**config.mk**
```make
export PLATFORM = sky130hd
export DESIGN_NAME = bgcd_seq
export DESIGN_NICKNAME = d
export VERILOG_FILES = /design/src/hdl/bgcd_pkg.sv /design/src/hdl/bgcd_alu.sv /design/src/hdl/bgcd_seq.sv
export SDC_FILE = /design/constraint.sdc
export NUM_CORES = 1
export LEC_CHECK = 0
export BUFFER_PORTS_ARGS = -buffer_cell sky130_fd_sc_hd__buf_2
export CAP_MARGIN = 20
export CORE_ASPECT_RATIO = 1.2
export CORE_MARGIN = 4
export CORE_UTILIZATION = 44
export DETAILED_ROUTE_END_ITERATION = 10
export GPL_ROUTABILITY_DRIVEN = 0
export HOLD_SLACK_MARGIN = 0.05
export PLACE_DENSITY = 0.7
export SYNTH_ARGS = -nofsm -noshare
export SYNTH_HDL_FRONTEND = slang
export SYNTH_SLANG_ARGS = --single-unit
export TNS_END_PERCENT = 1
```
**constraint.sdc**
```tcl
create_clock -name clk_i -period 7.9 [get_ports clk_i]
set_input_delay 1.185 -clock clk_i [delete_from_list [all_inputs] [get_ports clk_i]]
set_output_delay 1.185 -clock clk_i [all_outputs]
set_load 0.01 [all_outputs]
```
**src/hdl/bgcd_pkg.sv**
```systemverilog
package bgcd_pkg;

  localparam int unsigned OpW       = 64;
  localparam int unsigned ShiftW    = 6;
  localparam int unsigned InTdataW  = 128;
  localparam int unsigned OutTdataW = 72;
  localparam int unsigned PadW      = OutTdataW - OpW - 1;

  localparam logic [OpW-1:0] One = {{(OpW-1){1'b0}}, 1'b1};

  typedef struct packed {
    logic [OpW-1:0] min_val;
    logic [OpW-1:0] half_diff;
  } alu_res_t;

  typedef struct packed {
    logic idle;
    logic done;
  } seq_stat_t;

endpackage

```
**src/hdl/bgcd_alu.sv**
```systemverilog
module bgcd_alu import bgcd_pkg::*; (
  input  logic [OpW-1:0] a_i,
  input  logic [OpW-1:0] b_i,
  output alu_res_t       res_o
);

  logic           a_gt_b;
  logic [OpW-1:0] big;
  logic [OpW-1:0] diff;

  // Both operands are odd here, so the difference is even and loses its zero bit.
  assign a_gt_b          = a_i > b_i;
  assign big             = a_gt_b ? a_i : b_i;
  assign res_o.min_val   = a_gt_b ? b_i : a_i;
  assign diff            = big - res_o.min_val;
  assign res_o.half_diff = {1'b0, diff[OpW-1:1]};

endmodule

```
**src/hdl/bgcd_seq.sv**
```systemverilog
module bgcd_seq import bgcd_pkg::*; (
  input  logic           clk_i,
  input  logic           rst_ni,
  input  logic           start_i,
  input  logic [OpW-1:0] first_i,
  input  logic [OpW-1:0] second_i,
  input  logic           out_ready_i,
  output seq_stat_t      stat_o,
  output logic [OpW-1:0] divisor_o,
  output logic           is_coprime_o
);

  typedef enum logic [1:0] {
    ST_IDLE = 2'b01,
    ST_RUN  = 2'b10
  } state_e;

  state_e            state_q, state_d;
  logic [OpW-1:0]    a_q, a_d;
  logic [OpW-1:0]    b_q, b_d;
  logic [ShiftW-1:0] k_q, k_d;
  logic              done;
  alu_res_t          alu_res;

  bgcd_alu u_alu (
    .a_i   (a_q),
    .b_i   (b_q),
    .res_o (alu_res)
  );

  assign divisor_o    = a_q << k_q;
  assign is_coprime_o = (divisor_o == One);
  assign stat_o.idle  = (state_q == ST_IDLE);
  assign stat_o.done  = done;

  always_comb begin
    state_d = state_q;
    a_d     = a_q;
    b_d     = b_q;
    k_d     = k_q;
    done    = 1'b0;
    case (state_q)
      ST_IDLE: begin
        if (start_i) begin
          // A zero first operand makes the second one the result directly.
          a_d     = (first_i == '0) ? second_i : first_i;
          b_d     = (first_i == '0) ? '0 : second_i;
          k_d     = '0;
          state_d = ST_RUN;
        end
      end
      ST_RUN: begin
        if (b_q == '0) begin
          if (out_ready_i) begin
            done    = 1'b1;
            state_d = ST_IDLE;
          end
        end else if (!a_q[0] && !b_q[0]) begin
          a_d = {1'b0, a_q[OpW-1:1]};
          b_d = {1'b0, b_q[OpW-1:1]};
          k_d = k_q + 1'b1;
        end else if (!a_q[0]) begin
          a_d = {1'b0, a_q[OpW-1:1]};
        end else if (!b_q[0]) begin
          b_d = {1'b0, b_q[OpW-1:1]};
        end else begin
          a_d = alu_res.min_val;
          b_d = alu_res.half_diff;
        end
      end
      default: begin
        state_d = ST_IDLE;
      end
    endcase
  end

  always_ff @(posedge clk_i or negedge rst_ni) begin
    if (!rst_ni) begin
      state_q <= ST_IDLE;
    end else begin
      state_q <= state_d;
    end
  end

  always_ff @(posedge clk_i) begin
    a_q <= a_d;
    b_q <= b_d;
    k_q <= k_d;
  end

`ifndef ASSERT_OFF
  a_nonzero_a: assert property (@(posedge clk_i) disable iff (!rst_ni)
    (state_q == ST_RUN) |-> (a_q != '0 || b_q == '0))
    else $error("first operand register went to zero while the second is nonzero");

  strip_count_a: assert property (@(posedge clk_i) disable iff (!rst_ni)
    (state_q == ST_RUN && b_q != '0 && !a_q[0] && !b_q[0])
      |=> (k_q == $past(k_q) + 1'b1))
    else $error("common power of two not counted");

  odd_keep_a: assert property (@(posedge clk_i) disable iff (!rst_ni)
    (state_q == ST_RUN && b_q != '0 && a_q[0] && b_q[0]) |=> a_q[0])
    else $error("smaller operand lost its odd bit after subtraction");

  done_idle_a: assert property (@(posedge clk_i) disable iff (!rst_ni)
    stat_o.done |=> (state_q == ST_IDLE))
    else $error("sequencer did not return to idle after a result");
`endif

endmodule
```
==> metrics <==
Cells after Synth between 2000 and 2500; DR pass1 iterations 8; number of nets with antenna violations after routing 0; simple-gate share of the synthesized area 0.240; drt wl/cell around 23 um; number of synthesized flops with an enable pin between 100 and 150; crit path DAT around 6.6 ns; Adder-Cell Fraction of Synth Area 0.0487; commonest non-fill, non-tap cell in the layout nand2_1; clock latency on the worst-skew pair around 0.47 ns; Critical-path top delay cell or4_1; fin. max-slew vios 0; vias in the first global route 17900; port bufs approximately 200; Congestion Overflow GR 0; status complete, no violations; Compound-Gate Fraction of Synth Area 0.270; All-Layer GR Usage 0.304; starting DRC count in detailed routing around 2600; #FFs+latches synth between 100 and 150; FILL cells just under 4000; sequential share of the synthesized area 0.233; highest routed layer met4; xor/xnor share of the synthesized area 0.0331; Final setup violation count 0; htree depth 4; crit-path max FO 25; Die H ~230 um; Async S/R FF share, synth 0.0147; CTS tree done; clock skew 0.0218 ns; Max transition margin 0.252; Worst path max stage delay roughly 0.68 ns; Met3 Wirelength slightly above 7 mm; n_diodes 0; proportion of synthesized area in mux cells 0.108; crit share post-route 0.814; crit path time final about 6.4 ns; cts hold-fix bufs 0; TritonCTS buffer count 17; CTS Sinks 136; Ys Warns 0; syn avg cell area around 7.4 um^2; final hold vios 0; synth top area cells edfxtp_1, a21oi_1, nand2_1, mux4_2, ha_1; Post-layout nets between 2000 and 3000; RSZ-0062 raised after global routing no; Largest delay share family, worst path compound AO/OA/AOI/OAI gates; Worst-Margin Slew around 1.1 ns; met2 wire length ~30 mm; CTS resizes 0; root buffer cell clkbuf_16; Vias ~19000; IO Count between 150 and 200; max-cap violations 0; setup TNS 0 ns; row count 79; largest family of logic cells by synthesized area compound AO/OA/AOI/OAI gates; Starting Density 0.448; CP Class register to register; Post-route DRC 0; DRT Wirelength 68.1 mm; Post-Syn Area approximately 17000 um^2; Clock Path Buffers 2; largest net degree at the start of global routing 90; setup bufs post-CTS 0; Die Area 42900 um^2; register clock-pin slew on the reported worst setup and hold paths 0.07 ns; net count after synthesis 2559; top_reg_cell synth edfxtp_1; Synth area leader edfxtp_1; hpwl dp around 52 mm; critical path, cell by cell ha_1 -> nand4_1 -> or4_1 -> nor4_2 -> o31ai_1 -> nand4_2 -> buf_4 -> nand2_2 -> mux2i_1 -> o21ai_1 -> a221oi_1 -> a21oi_2 -> o2111ai_1 -> a21oi_1 -> a21oi_2 -> o21ai_1 -> a21oi_1 -> xor2_1 -> o21ai_0; Setup crit start kind register; most frequent cells in the layout nand2_1, a21oi_1, buf_2; crit path buf inv count 1; layout cells sized above 1 0.149; Synth cell types 82; area of the core between 30000 and 40000 um^2; Die Wd roughly 190 um; maximum clock frequency ~0.16 GHz; Avg Vias per Cell approximately 6.6; area grow syn2layout 9.88%; Synth top area share 0.231; wl on met1 25.5 mm; worst min-delay path class input port to async pin; global-route wire length before repair just over 100 mm; Required @ worst endpoint roughly 8 ns; CP endpoint kind register; antenna violations before repair 1
[cell usage after synthesis (14+ instances only)]
cell type and instances:
nand2_1 381, a21oi_1 310, nor2_1 199, o21ai_0 136, clkbuf_1 134, edfxtp_1 134, inv_1 81, a211oi_1 74
mux2i_1 70, ha_1 68, nand3_1 59, o22ai_1 56, nand2b_1 51, nor4_1 50, nand4_1 49, mux4_2 47
xnor2_1 37, a22oi_1 29, xor2_1 29, buf_2 28, a21o_1 27, a31oi_1 27, buf_1 26, and2_1 25
nor3_1 17, or3_1 17, o21ai_1 15, nor2b_1 14
[worst reg2reg max path: stages, from the launching register on]
cell and delay, ns:
edfxtp_1 0.53, ha_1 0.55, nand4_1 0.27, or4_1 0.68
nor4_2 0.28, o31ai_1 0.17, nand4_2 0.12, buf_4 0.33
nand2_2 0.39, mux2i_1 0.37, o21ai_1 0.15, a221oi_1 0.49
a21oi_2 0.14, o2111ai_1 0.43, a21oi_1 0.23, a21oi_2 0.31
o21ai_1 0.19, a21oi_1 0.22, xor2_1 0.18, o21ai_0 0.09
[per-layer routing]
layer,global-route usage,vias up
li1,-,8782
met1,0.379,9024
met2,0.483,1245
met3,0.0626,280
met4,0.186,0
met5,0,-
[logic make-up (layout without fill, tap and decap cells)]
group / count (synthesis) / after routing
xor gates and xnor gates: 66 / 66
AOI/OAI and AO/OA: 774 / 774
adders and majority gates: 68 / 68
DFF: 136 / 136
and+or+nand+nor: 906 / 906
muxes: 128 / 128
buffers and inverters: 281 / 339
[final cells by class]
type	count	area (um^2)	share of cell area
clock buffers	17	425	0.0222
well taps	526	658	0.0343
multi-input cells	1942	12300	0.641
inverters	82	308	0.0160
flip-flops and latches	136	4080	0.212
repair buffers	225	1240	0.0644
clock inverters	15	191	0.00998
[state kept, by name (all words and copies together) (netlist names)]
name and cells:
a_q 64, b_q 64, k_q 6, state_q 2
[worst paths after layout]
check,start,to,slack [ns],cells after the start
setup / recovery,a_q[30],b_q[48],1.47,19
hold / removal,rst_ni,state_q[1],0.52,1
setup reg to reg,a_q[30],b_q[48],1.47,19
max in group asynchronous,rst_ni,state_q[0],7.18,1
hold reg to reg,b_q[58],b_q[57],0.67,2
min in group clk_i,b_q[58],b_q[57],0.67,2
[per-stage QoR]
step / utilization / hold WS [ns] / area, um^2 / setup slack [ns] / cells
6_report: 0.493 / 0.519 / 19200 / 1.47 / 2943
5_1_grt: 0.493 / 0.497 / 19200 / 1.24 / 2943
4_1_cts: 0.492 / 0.491 / 19200 / 1.68 / 2942
3_5_place_dp: 0.476 / 0.649 / 18500 / 1.70 / 2910
3_3_place_gp: 0.476 / 0.642 / 18500 / 1.84 / 2909
2_1_floorplan: - / 0.599 / 17500 / 2.87 / 2359
Power is not shown: default switching activity piles up to over one toggle a cycle in this logic, so the estimate is an artifact.
